File: config.mk
export PLATFORM = sky130hd
export DESIGN_NAME = xorshift16_range_generator
export DESIGN_NICKNAME = d
export VERILOG_FILES = /design/src/rtl/core/xrg_pkg.sv /design/src/rtl/core/xrg_ctrl.sv /design/src/rtl/core/xrg_dp.sv /design/src/rtl/core/xorshift16_range_generator.sv
export VERILOG_INCLUDE_DIRS = /design/src /design/src/rtl/core
export SDC_FILE = /design/constraint.sdc
export NUM_CORES = 1
export LEC_CHECK = 0
export BUFFER_PORTS_ARGS = -buffer_cell sky130_fd_sc_hd__buf_2
export CAP_MARGIN = 20
export CORE_MARGIN = 1.5
export CORE_UTILIZATION = 35
export DETAILED_ROUTE_END_ITERATION = 7
export SYNTH_ARGS = -nofsm -noshare
export SYNTH_HDL_FRONTEND = slang
export SYNTH_SLANG_ARGS = --single-unit
File: constraint.sdc
create_clock -name clock -period 5.4 [get_ports clock]
set_clock_uncertainty 0.15 [all_clocks]
set_input_delay 1.08 -clock clock [delete_from_list [all_inputs] [get_ports clock]]
set_output_delay 1.08 -clock clock [all_outputs]
set_load 0.01 [all_outputs]
File: src/rtl/core/xorshift16_range_generator_assert.svh
// ----------------------------------------------------------------------------
// xorshift16 range generator assertion macros
// shared property forms for the generator's concurrent checks
// ----------------------------------------------------------------------------
`ifndef XORSHIFT16_RANGE_GENERATOR_ASSERT_SVH
`define XORSHIFT16_RANGE_GENERATOR_ASSERT_SVH

// same-cycle implication
`define XRG_ASSERT_NOW(label, clk, rst, ante, cons) \
   label: assert property (@(posedge clk) disable iff (rst) (ante) |-> (cons)) \
      else $error("xrg same-cycle check failed");

// next-cycle implication
`define XRG_ASSERT_NEXT(label, clk, rst, ante, cons) \
   label: assert property (@(posedge clk) disable iff (rst) (ante) |=> (cons)) \
      else $error("xrg next-cycle check failed");

// delayed implication
`define XRG_ASSERT_LATER2(label, clk, rst, ante, cons) \
   label: assert property (@(posedge clk) disable iff (rst) (ante) |-> ##2 (cons)) \
      else $error("xrg two-cycle check failed");

`endif

File: src/rtl/core/xrg_pkg.sv
// ----------------------------------------------------------------------------
// xrg_pkg
// types, constants and the xorshift step shared by the range generator
// ----------------------------------------------------------------------------
`default_nettype none

package xrg_pkg;

   localparam int STATE_W   = 16;
   localparam int DATA_W    = 32;
   localparam int DIV_STEPS = STATE_W;
   localparam int CNT_W     = $clog2(DIV_STEPS);

   localparam logic [CNT_W-1:0]   CNT_LAST  = CNT_W'(DIV_STEPS - 1);
   localparam logic [STATE_W-1:0] STATE_ONE = STATE_W'(1);

   localparam int SHIFT_A = 7;
   localparam int SHIFT_B = 9;
   localparam int SHIFT_C = 8;

   localparam logic REQ_RESEED = 1'b0;
   localparam logic REQ_DRAW   = 1'b1;

   typedef struct packed {
      logic                     req_type;
      logic [DATA_W-1:0]        seed;
      logic signed [DATA_W-1:0] low_bound;
      logic signed [DATA_W-1:0] high_bound;
   } xrg_req_type;

   typedef struct packed {
      logic signed [DATA_W-1:0] value;
      logic                     div_error;
   } xrg_rsp_type;

   typedef struct packed {
      logic load_seed;
      logic start_draw;
      logic advance;
      logic div_step;
      logic load_out;
   } xrg_cmd_type;

   typedef struct packed {
      logic is_draw;
      logic span_pos;
      logic mod_zero;
   } xrg_sts_type;

   function automatic logic [STATE_W-1:0] xs_advance(input logic [STATE_W-1:0] s_in);
      logic [STATE_W-1:0] s;
      s = s_in;
      s = s ^ (s << SHIFT_A);
      s = s ^ (s >> SHIFT_B);
      s = s ^ (s << SHIFT_C);
      return s;
   endfunction

endpackage

`default_nettype wire

File: src/rtl/core/xrg_ctrl.sv
// ----------------------------------------------------------------------------
// xrg_ctrl
// request sequencing, divider step count and result beat handshake
// ----------------------------------------------------------------------------
`default_nettype none

module xrg_ctrl (
   input  wire logic               clock,
   input  wire logic               reset,
   input  wire logic               req_valid,
   output logic                    req_ready,
   output logic                    rsp_valid,
   input  wire logic               rsp_ready,
   input  wire xrg_pkg::xrg_sts_type sts,
   output xrg_pkg::xrg_cmd_type    cmd
);
   import xrg_pkg::*;

   typedef enum logic [1:0] {
      ST_IDLE,
      ST_DIVIDE,
      ST_FINISH
   } state_type;

   state_type        state_ff, state_in;
   logic [CNT_W-1:0] cnt_ff, cnt_in;
   logic             rsp_valid_ff, rsp_valid_in;
   logic             accept;
   logic             out_free;

   assign req_ready = (state_ff == ST_IDLE);
   assign rsp_valid = rsp_valid_ff;
   assign accept    = req_valid & req_ready;
   assign out_free  = ~rsp_valid_ff | rsp_ready;

   always_comb begin
      state_in = state_ff;
      cnt_in   = cnt_ff;
      cmd      = '0;
      unique case (state_ff)
         ST_IDLE: begin
            if (accept) begin
               if (!sts.is_draw) begin
                  cmd.load_seed = 1'b1;
               end else begin
                  cmd.start_draw = 1'b1;
                  cmd.advance    = sts.span_pos;
                  cnt_in         = '0;
                  if (sts.span_pos && !sts.mod_zero) begin
                     state_in = ST_DIVIDE;
                  end else begin
                     state_in = ST_FINISH;
                  end
               end
            end
         end
         ST_DIVIDE: begin
            cmd.div_step = 1'b1;
            cnt_in       = cnt_ff + CNT_W'(1);
            if (cnt_ff == CNT_LAST) begin
               state_in = ST_FINISH;
            end
         end
         ST_FINISH: begin
            if (out_free) begin
               cmd.load_out = 1'b1;
               state_in     = ST_IDLE;
            end
         end
         default: begin
            state_in = ST_IDLE;
         end
      endcase
   end

   always_comb begin
      if (cmd.load_out) begin
         rsp_valid_in = 1'b1;
      end else if (rsp_ready) begin
         rsp_valid_in = 1'b0;
      end else begin
         rsp_valid_in = rsp_valid_ff;
      end
   end

   always_ff @(posedge clock) begin
      if (reset) begin
         state_ff     <= ST_IDLE;
         cnt_ff       <= '0;
         rsp_valid_ff <= 1'b0;
      end else begin
         state_ff     <= state_in;
         cnt_ff       <= cnt_in;
         rsp_valid_ff <= rsp_valid_in;
      end
   end

endmodule

`default_nettype wire

File: src/rtl/core/xrg_dp.sv
// ----------------------------------------------------------------------------
// xrg_dp
// generator state, span checks, bit-serial remainder and result register
// ----------------------------------------------------------------------------
`default_nettype none

module xrg_dp (
   input  wire logic                 clock,
   input  wire logic                 reset,
   input  wire xrg_pkg::xrg_req_type req_data,
   input  wire xrg_pkg::xrg_cmd_type cmd,
   output xrg_pkg::xrg_sts_type      sts,
   output xrg_pkg::xrg_rsp_type      rsp_data
);
   import xrg_pkg::*;

   logic [STATE_W-1:0] state_ff;
   logic [STATE_W-1:0] next_state;
   logic [DATA_W-1:0]  span;
   logic [DATA_W-1:0]  lo_ff;
   logic               err_ff;
   logic [STATE_W-1:0] rem_ff;
   logic [STATE_W-1:0] quo_ff;
   logic [STATE_W-1:0] div_ff;
   logic [STATE_W:0]   trial;
   logic [STATE_W:0]   diff;
   logic [DATA_W-1:0]  sum;
   xrg_rsp_type        out_ff;

   assign span         = req_data.high_bound - req_data.low_bound;
   assign sts.is_draw  = (req_data.req_type == REQ_DRAW);
   assign sts.span_pos = (span != '0) && !span[DATA_W-1];
   assign sts.mod_zero = (span[STATE_W-1:0] == '0);

   assign next_state = xs_advance(state_ff);

   // one restoring step: shift in the next dividend bit, subtract if it fits
   assign trial = {rem_ff, quo_ff[STATE_W-1]};
   assign diff  = trial - {1'b0, div_ff};
   assign sum   = lo_ff + {{(DATA_W-STATE_W){1'b0}}, rem_ff};

   assign rsp_data = out_ff;

   always_ff @(posedge clock) begin
      if (reset) begin
         state_ff <= STATE_ONE;
      end else if (cmd.load_seed) begin
         if (req_data.seed != '0) begin
            state_ff <= req_data.seed[STATE_W-1:0];
         end else begin
            state_ff <= STATE_ONE;
         end
      end else if (cmd.advance) begin
         state_ff <= next_state;
      end
   end

   always_ff @(posedge clock) begin
      if (cmd.start_draw) begin
         lo_ff  <= req_data.low_bound;
         err_ff <= sts.span_pos & sts.mod_zero;
         rem_ff <= '0;
         quo_ff <= next_state;
         div_ff <= span[STATE_W-1:0];
      end else if (cmd.div_step) begin
         if (!diff[STATE_W]) begin
            rem_ff <= diff[STATE_W-1:0];
         end else begin
            rem_ff <= trial[STATE_W-1:0];
         end
         quo_ff <= {quo_ff[STATE_W-2:0], 1'b0};
      end
      if (cmd.load_out) begin
         out_ff.value     <= sum;
         out_ff.div_error <= err_ff;
      end
   end

endmodule

`default_nettype wire

File: src/rtl/core/xorshift16_range_generator.sv
// ----------------------------------------------------------------------------
// xorshift16 range generator: reseed beats give no result, draw beats one
// normal draw: the state advances, ST_DIVIDE runs DIV_STEPS remainder steps, then
// ST_FINISH loads the result once the output is free; short draw (span not positive
// or zero low half) skips ST_DIVIDE; reseed stays in ST_IDLE; reset state 1
// ----------------------------------------------------------------------------
`default_nettype none
`include "xorshift16_range_generator_assert.svh"

module xorshift16_range_generator (
   input  wire logic                 clock,
   input  wire logic                 reset,
   input  wire logic                 req_valid,
   output logic                      req_ready,
   input  wire xrg_pkg::xrg_req_type req_data,
   output logic                      rsp_valid,
   input  wire logic                 rsp_ready,
   output xrg_pkg::xrg_rsp_type      rsp_data
);
   import xrg_pkg::*;

   xrg_cmd_type       cmd;
   xrg_sts_type       sts;
   logic              seed_beat;
   logic              flat_beat;
   logic [DATA_W-1:0] span_chk;

   xrg_ctrl u_ctrl (
      .clock     (clock),
      .reset     (reset),
      .req_valid (req_valid),
      .req_ready (req_ready),
      .rsp_valid (rsp_valid),
      .rsp_ready (rsp_ready),
      .sts       (sts),
      .cmd       (cmd)
   );

   xrg_dp u_dp (
      .clock    (clock),
      .reset    (reset),
      .req_data (req_data),
      .cmd      (cmd),
      .sts      (sts),
      .rsp_data (rsp_data)
   );

   assign span_chk  = req_data.high_bound - req_data.low_bound;
   assign seed_beat = req_valid & req_ready & (req_data.req_type == REQ_RESEED);
   assign flat_beat = req_valid & req_ready & (req_data.req_type == REQ_DRAW)
                      & ((span_chk == '0) | span_chk[DATA_W-1]);

   `XRG_ASSERT_NEXT(a_seed_no_rsp, clock, reset, seed_beat & !rsp_valid, !rsp_valid)
   `XRG_ASSERT_LATER2(a_flat_draw, clock, reset, flat_beat & !rsp_valid, rsp_valid && (rsp_data.value == $past(req_data.low_bound, 2)) && !rsp_data.div_error)
   `XRG_ASSERT_NOW(a_cmd_excl, clock, reset, 1'b1, $onehot0({cmd.load_seed, cmd.start_draw, cmd.div_step, cmd.load_out}))

endmodule

`default_nettype wire

* Word level (Yosys, flattened, before mapping)
Cells that the tools add are included.
** Operators by class
- Add/subtract/negate cells :: 4
- Multipliers :: 0
- Div/mod/pow operators :: 0
- $lt $le $gt $ge :: 0
- Equal/unequal tests :: 7
- Shifts and indexed selects :: 0
- Multiplexer cells :: 24
- Bitwise operators :: 7
- Reductions and logical operators :: 14
** Operators by type and width (number)
- $mux 16 :: 6
- $reduce_bool 32->1 :: 2
- $add 32x16->32 :: 1
- $sub 32x32->32 :: 1
- $xor 16x16->16 :: 2
- $sub 17x16->17 :: 1
- $logic_not 16->1 :: 1
- $xor 16x7->16 :: 1
- $mux 2 :: 6
- $mux 4 :: 2
- $pmux 4 s2 :: 1
- $reduce_bool 2->1 :: 4
- $mux 1 :: 6
- $mux 3 :: 2
- $pmux 2 s3 :: 1
- $add 4x1->4 const B :: 1
- $eq 4x4->1 const B :: 1
- $ne 2x1->1 const B :: 2
- $ne 2x2->1 const B :: 2
- $reduce_and 4->1 :: 1
- $reduce_and 3->1 :: 1
- $and 1x1->1 :: 2
- $eq 2x1->1 const B :: 1
- $eq 2x2->1 const B :: 1
- other kinds (5) :: 7
** Word-level totals
- Flip-flop bits (word level) :: 137
- Bits in latches :: 0
- RAM bits :: 0
- Bits in read-only memories :: 0
- Bits of input ports :: 101
- Word-level logic and storage cells :: 67
- Memories :: 0

* Depth between registers and ports, before layout
Gate-level depths: netlist of the first run.
- Word-level depth :: 8
- Gate-level depth with buffers :: 16

* Modules after synthesis
From an unflattened synthesis of the first run, not the netlist that was laid out.
** Unflattened totals
- Cells, all modules :: 1006
- Area total of the unflattened synthesis :: 9525.4 um2
** By module, submodules not included
- xrg_dp :: times used 1, cells each 961, area each 9157.5 um2
- xrg_ctrl :: times used 1, cells each 45, area each 367.9 um2

* Worst setup path after synthesis of the first run
OpenSTA, ideal clock, no wires.
- Path kind :: input port to flip-flop
- Start point :: input port req_data[0] (netlist name)
- End point :: register u_dp.state_ff[1]
- Library setup time :: 0.091 ns
- Arrival time :: 4.094 ns
- Required time :: 5.159 ns
- Path slack :: 1.065 ns
- Stages :: 16
- Path buffers :: 1
- Cells stage by stage :: inv_1 -> ha_1 -> inv_1 -> fa_1 -> a211oi_1 -> o21ai_1 -> o211ai_1 -> nand3_1 -> a311oi_1 -> a211o_1 -> mux2i_1 -> a2111oi_0 -> nand4b_2 -> buf_6 -> a21o_1 -> a311oi_1
** On the way
- Cells in the longest elaborated chain, start to end :: 7
- Elaborated cells between the ends (all ways) :: 8
- Classes of those cells :: 1 x add/sub; 3 x mux; 4 x reduce/logical
** Ends and longest elaborated chain
- start, declared :: line xorshift16_range_generator.sv:15 : input wire xrg_pkg::xrg_req_type req_data,
- $sub 32x32->32 *
- $reduce_bool 32->1 / $logic_not 1->1 (equally long branches) :: line xrg_dp.sv:32 : assign sts.span_pos = (span != '0) && !span[DATA_W-1];
- $logic_and 1x1->1 * :: line xrg_dp.sv:32
- $mux 2 * :: line xrg_ctrl.sv:43 : if (!sts.is_draw) begin
- $mux 3 * :: line xrg_ctrl.sv:42 : if (accept) begin
- $mux 3 * :: line xrg_ctrl.sv:40 : unique case (state_ff)
- $reduce_bool 2->1 (no source line) *
- end signal, assigned :: line xrg_dp.sv:49 : state_ff <= req_data.seed[STATE_W-1:0];
- end signal, assigned :: line xrg_dp.sv:54 : state_ff <= next_state;
- end, declared :: line xrg_dp.sv:17 : logic [STATE_W-1:0] state_ff;
Mark *: on every way between the ends. The rest lies on a longest branch, timed or not.
A chain may end at the register's enable or synchronous reset.

* Worst setup path in the final report of the first run
- Start point :: input port req_data[0] (netlist name)
- End point :: register u_dp.state_ff[7]
Same word-level chain as after synthesis.

==> reports/summary.txt, run 1 <==
Peak VDD IR -> 0.202 mV
Setup crit end kind -> flop
core box area -> 25,900 sq um
most frequent cells in the layout -> buf_2, edfxtp_1, nor2_1
Top FF cell, synth -> edfxtp_1
placed cells -> 1,431
Hold Buf Count CTS -> 0
Clock transition at path regs -> 60 ps
DRT iter0 DRCs -> 507
first-pass GRT wire length -> 37,500 microns
Area contributors post-synth -> edfxtp_1, ha_1, dfxtp_1
Post-Layout Inst Area -> 10,800 sq um
GR Overflow Total -> 0
fraction of layout cells with a size suffix above 1 -> 16.9%
Final Setup Violations -> 0
I/O pins -> 136
crit start category -> input port
Initial Utilization -> 35.5%
ys async rst share -> 0%
WS Path Type -> in -> reg
register area share after synthesis -> 40.5%
register-to-register setup slack -> 1240 ps
Area growth, synth to finish -> 17.4%
Total Routed Length -> 23,600 microns
syn_nets -> 1,158
DIE AREA -> 27,300 sq um
required time worst endpoint -> 5580 ps
most area-hungry cell type in the Yosys netlist -> edfxtp_1
vias in the first global route -> 7,201
via count -> 7,599
post-CTS setup buffer count -> 0
Total GRT Usage -> 17.8%
Mapped Area -> 9200 sq um
final RePlAce weighted congestion -> 0.853
Cell Pwr Density -> 305 nW/um^2
Port-buffer cells -> 135
fmax -> 212 MHz
synth warn -> 0
clock sinks -> 137
hold slack -> 275 ps
chip width -> 165 microns
hold worst-path end -> u_dp.rsp_data[0]$_DFFE_PP_
# fillers -> 2,578
#FFs+latches synth -> 137
status -> finished clean
Final Max Slew Viols -> 0
HP Class -> reg -> reg
leakage power -> 0.00446 uW
proportion of netlist area held by the largest area contributor -> 32.0%
setup_tns -> 0 ps
iteration count of the initial detailed-routing pass -> 5
antenna violations before repair -> 0
Worst Hold Launch -> u_dp.err_ff$_DFFE_PP_
MaxCap Viol Count -> 0
Slew HR -> 29.1%
CTS tree -> yes
Routed Antenna Nets -> 0
Post-Synthesis Cells -> 990
RSZ-0062 raised after global routing -> false
Min Clock Period, post-route -> 4710 ps
WL/cell -> 16.1 microns
Area after DPL -> 10,200 sq um
antenna diode count -> 0
fin util -> 41.7%
Rows -> 59
number of nets in the layout -> 1,283
reg2reg path depth -> 15
fin cells -> 1,463
final cycle utilization of the critical path -> 87.2%
H-tree depth -> 4
crit-path max FO -> 32
leading cell type in the layout, fill and taps excluded -> buf_2
DP Wirelength -> 18,300 microns
Clock Tree Buf Depth -> 2
Least-Margin Pin Slew -> 1060 ps
Root Buffer -> clkbuf_16
Die Y -> 165 microns
Worst Path Arrival -> 4890 ps
worst hold stages -> 0
Critical R2R Capture -> u_dp.rem_ff[0]$_SDFFE_PP0P_
Unique masters post-synth -> 74
cts repair resizes -> 0
r2r startpoint -> u_dp.quo_ff[15]$_DFFE_PP_
Final Hold Fails -> 0
total CTS buffers -> 17
DR DRC count -> 0
largest net degree at the start of global routing -> 39
Mean Syn Cell Area -> 9.29 sq um
EDFF count, synth -> 98
mean number of vias per cell -> 5.19
clk_lat worst skew -> 420 ps
## Yosys cell counts, types with 4 or more instances
cell type   n
edfxtp_1   98
nor2_1     84
inv_1      80
nand2_1    78
xnor2_1    68
ha_1       64
o21ai_0    57
a21oi_1    51
dfxtp_1    39
nand3_1    31
a21o_1     28
nor3_1     28
clkbuf_1   27
xor2_1     21
nand4_1    19
mux2i_1    16
nor4_1     16
a311oi_1   14
and3_1     12
nand2b_1   11
o21a_1     11
a211oi_1   10
a31oi_1     9
nor2b_1     9
o21ai_1     9
and2_1      7
buf_2       6
o211ai_1    5
o31a_1      5
or3_1       5
a21boi_0    4
mux2_2      4
## layout make-up
cell class                 instances  area [sq um]  area share, %
sequential                       137          3720           34.5
clock inverter                    14           175           1.62
multi-input combinational        738          5030           46.6
clock buffer                      18           429           3.97
tap                              335           419           3.88
timing repair buffer             141           721           6.67
inverter                          80           300           2.78
## per-layer routing
metal / track usage [%] / vias to the layer above / wire [microns]
met4: 5.94 / 0 / 559
met3: 2.95 / 28 / 865
met2: 28.3 / 170 / 10800
met5: 0 / - / 0
li1: - / 3844 / -
met1: 24.4 / 3557 / 11400
## how the worst max path moves through the flow
stage                start                             to  slack, ps  cells past startpoint
5_1_grt        req_data[0]  u_dp.state_ff[7]$_SDFFE_PP0P_        380                     17
3_3_place_gp   req_data[0]  u_dp.state_ff[7]$_SDFFE_PP0P_        480                     17
3_5_place_dp   req_data[0]  u_dp.state_ff[7]$_SDFFE_PP0P_        380                     17
6_report       req_data[0]  u_dp.state_ff[7]$_SDFFE_PP0P_        690                     17
4_1_cts        req_data[0]  u_dp.state_ff[7]$_SDFFE_PP0P_        760                     17
2_1_floorplan  req_data[0]  u_dp.state_ff[1]$_SDFFE_PP0P_       1070                     16
## worst max-delay path, cell delays in order
cell and delay [ps]:
buf_2 100, inv_1 40, ha_1 160, inv_1 50, fa_1 460, a211oi_1 340
o21ai_1 180, o211ai_1 160, nand3_1 180, a311oi_1 410, a211o_1 180, mux2i_1 100
a2111oi_0 530, nand4b_2 160, buf_4 260, a31o_1 250, a311oi_1 240
## kinds of logic after synthesis
family,share of synthesized area (%)
and+or+nand+nor,17.1
adders and majority gates,9.36
buffers and inverters,4.94
xor gates and xnor gates,8.65
muxes,2.23
DFF,40.5
AOI/OAI and AO/OA,17.3
## per-stage QoR
| step | setup WS, ps | total power, uW |
|---|---|---|
| after global placement | 476 | 2090 |
| after floorplan | 1070 | 1880 |
| after global routing | 379 | 3460 |
| final | 693 | 3290 |
| after CTS | 757 | 3320 |
| after detailed placement | 378 | 2100 |
## power breakdown
group | internal [uW] | total, uW | switching [uW]
Sequential | 1240 | 1280 | 43.6
Clock | 729 | 1200 | 475
Combinational | 326 | 805 | 478
## flip-flops by register name (all words and copies together) (netlist names)
name and count:
u_dp.rem_ff 16, u_ctrl.rsp_valid 1, u_ctrl.state_ff 2, u_dp.div_ff 16
u_dp.rsp_data 33, u_ctrl.cnt_ff 4, u_dp.quo_ff 16, u_dp.err_ff 1
u_dp.state_ff 16, u_dp.lo_ff 32
Power figures use the tool's default switching activity.
==> run 2, diff against run 1 <==
--- a/config.mk
+++ b/config.mk
@@ -6,11 +6,10 @@
 export SDC_FILE = /design/constraint.sdc
 export NUM_CORES = 1
 export LEC_CHECK = 0
-export BUFFER_PORTS_ARGS = -buffer_cell sky130_fd_sc_hd__buf_2
-export CAP_MARGIN = 20
 export CORE_MARGIN = 1.5
 export CORE_UTILIZATION = 35
 export DETAILED_ROUTE_END_ITERATION = 7
+export DONT_BUFFER_PORTS = 1
 export SYNTH_ARGS = -nofsm -noshare
 export SYNTH_HDL_FRONTEND = slang
 export SYNTH_SLANG_ARGS = --single-unit
==> constraint.sdc (replaced) <==
create_clock -name clock -period 5.5 [get_ports clock]
set_clock_uncertainty 0.15 [all_clocks]
set_input_delay 1.1 -clock clock [delete_from_list [all_inputs] [get_ports clock]]
set_output_delay 1.1 -clock clock [all_outputs]
set_load 0.01 [all_outputs]
==> reports/summary.txt, run 2 (synthesis results as in run 1) <==
status -> finished clean
fmax -> 214 MHz
core box area -> 25,900 sq um (unchanged)
Rows -> 59 (unchanged)
clock sinks -> 137 (unchanged)
largest net degree at the start of global routing -> 34 (-13%)
Final Hold Fails -> 0 (unchanged)
post-CTS setup buffer count -> 0 (unchanged)
Min Clock Period, post-route -> 4680 ps
Setup crit end kind -> flop
DRT iter0 DRCs -> 384 (-24%)
WL/cell -> 17.5 microns (+8.3%)
cts repair resizes -> 0 (unchanged)
MaxCap Viol Count -> 0 (unchanged)
final RePlAce weighted congestion -> 0.909 (+6.6%)
clk_lat worst skew -> 420 ps (about the same)
leading cell type in the layout, fill and taps excluded -> edfxtp_1
final setup margin -> 822 ps (+129 ps)
required time worst endpoint -> 5680 ps (+100 ps)
antenna diode count -> 0 (unchanged)
final cycle utilization of the critical path -> 85.1%
Initial Utilization -> 35.5% (unchanged)
HP Class -> reg -> reg
Critical R2R Capture -> u_dp.rem_ff[6]$_SDFFE_PP0P_
Worst Hold Launch -> u_dp.err_ff$_DFFE_PP_
Die Y -> 165 microns (unchanged)
Slew HR -> 32.7% (+3.6 points)
register-to-register setup slack -> 1530 ps (+290 ps)
H-tree depth -> 4 (unchanged)
chip width -> 165 microns (unchanged)
iteration count of the initial detailed-routing pass -> 5 (unchanged)
r2r startpoint -> u_dp.quo_ff[15]$_DFFE_PP_
reg2reg path depth -> 15 (unchanged)
Total GRT Usage -> 17.3% (-0.43 points)
crit start category -> input port
GR Overflow Total -> 0 (unchanged)
via count -> 7,181 (-5.5%)
antenna violations before repair -> 0 (unchanged)
# fillers -> 2,532 (-1.8%)
vias in the first global route -> 6,850 (-4.9%)
RSZ-0062 raised after global routing -> false
Final Max Slew Viols -> 0 (unchanged)
Peak VDD IR -> 0.202 mV (about the same)
Total Routed Length -> 23,200 microns (-1.7%)
leakage power -> 0.00393 uW (-12%)
worst hold stages -> 0 (unchanged)
Clock transition at path regs -> 60 ps (about the same)
Final Setup Violations -> 0 (unchanged)
max FFs per register -> 33 (unchanged)
Clock Tree Buf Depth -> 2 (unchanged)
Port-buffer cells -> 0 (-100%)
setup slack at placement -> 429 ps (+51.1 ps)
CTS tree -> yes
mean number of vias per cell -> 5.41 (+4.1%)
Area growth, synth to finish -> 10.3%
DIE AREA -> 27,300 sq um (unchanged)
Worst Path Arrival -> 4860 ps (-30 ps)
Least-Margin Pin Slew -> 1010 ps (-54.3 ps)
Cell Pwr Density -> 316 nW/um^2 (+3.8%)
number of nets in the layout -> 1,148 (-11%)
Hold Buf Count CTS -> 0 (unchanged)
WS Path Type -> in -> reg
hold worst-path end -> u_dp.rsp_data[0]$_DFFE_PP_
DR DRC count -> 0 (unchanged)
fraction of layout cells with a size suffix above 1 -> 5.74% (-11 points)
DP Wirelength -> 18,000 microns (-1.2%)
register area -> 3720 sq um (unchanged)
total CTS buffers -> 17 (unchanged)
Root Buffer -> clkbuf_16
most frequent cells in the layout -> edfxtp_1, nor2_1, inv_1
setup_tns -> 0 ps (unchanged)
crit-path max FO -> 32 (unchanged)
Routed Antenna Nets -> 0 (unchanged)
first-pass GRT wire length -> 36,300 microns (-3.3%)
multi-input combinational cell area -> 5030 sq um (unchanged)
I/O pins -> 136 (unchanged)
[run 2: cell count changes in the layout (fill, tap and decap cells not counted)]
| cell | change |
|---|---|
| clkinv_4 | -4 |
| inv_6 | +2 |
| buf_2 | -135 |
| clkinv_1 | -1 |
| clkinv_2 | +1 |
| clkinvlp_4 | +1 |
| bufinv_16 | +1 |
[run 2: area by class of cell]
cell class	instances	area share, %
tap	335	4.13
timing repair buffer	6	0.444
inverter	80	2.96
clock inverter	14	1.94
sequential	137	36.7
multi-input combinational	738	49.6
clock buffer	18	4.23
[run 2: report_power, final]
part | switching, uW | internal [uW] | total, uW
clock network | 461 | 763 | 1220
registers | 50.5 | 1210 | 1260
logic | 432 | 287 | 719
[run 2: how the worst max path moves through the flow]
stage                                    endpoint  slack [ps]         from  depth (start not counted)
finish              u_dp.state_ff[7]$_SDFFE_PP0P_         820  req_data[0]                         16
global route        u_dp.state_ff[7]$_SDFFE_PP0P_         460  req_data[0]                         16
CTS                 u_dp.state_ff[7]$_SDFFE_PP0P_         810  req_data[0]                         16
detailed placement  u_dp.state_ff[7]$_SDFFE_PP0P_         430  req_data[0]                         16
global placement    u_dp.state_ff[7]$_SDFFE_PP0P_         640  req_data[0]                         16
floorplan           u_dp.state_ff[1]$_SDFFE_PP0P_        1150  req_data[0]                         16
[run 2: stage by stage]
stage | hold WS (ps) | std cells | utilization (%) | power (uW) | instance area [sq um]
after detailed placement | 271 | 1296 | 36.7 | 2000 | 9520
final | 281 | 1328 | 39.1 | 3210 | 10100
after global placement | 256 | 1296 | 36.7 | 1990 | 9520
after floorplan | 250 | 990 | - | 1840 | 9200
after CTS | 286 | 1328 | 39.1 | 3230 | 10100
after global routing | 303 | 1328 | 39.1 | 3370 | 10100
[run 2: worst max-delay path: stages]
cell	delay (ps)
inv_1	40
ha_1	160
inv_1	50
fa_1	460
a211oi_1	360
o21ai_1	170
o211ai_1	160
nand3_1	180
a311oi_1	400
a211o_1	180
mux2i_1	90
a2111oi_0	580
nand4b_2	150
buf_4	260
a31o_1	260
a311oi_1	250
[run 2: routing by layer]
metal / track usage, % / vias to the layer above / part of all wire [%]
li1: - / 3586 / -
met1: 22.7 / 3361 / 47
met2: 28.0 / 205 / 46
met3: 4.12 / 29 / 5.6
met4: 5.73 / 0 / 2.0
met5: 0 / - / 0
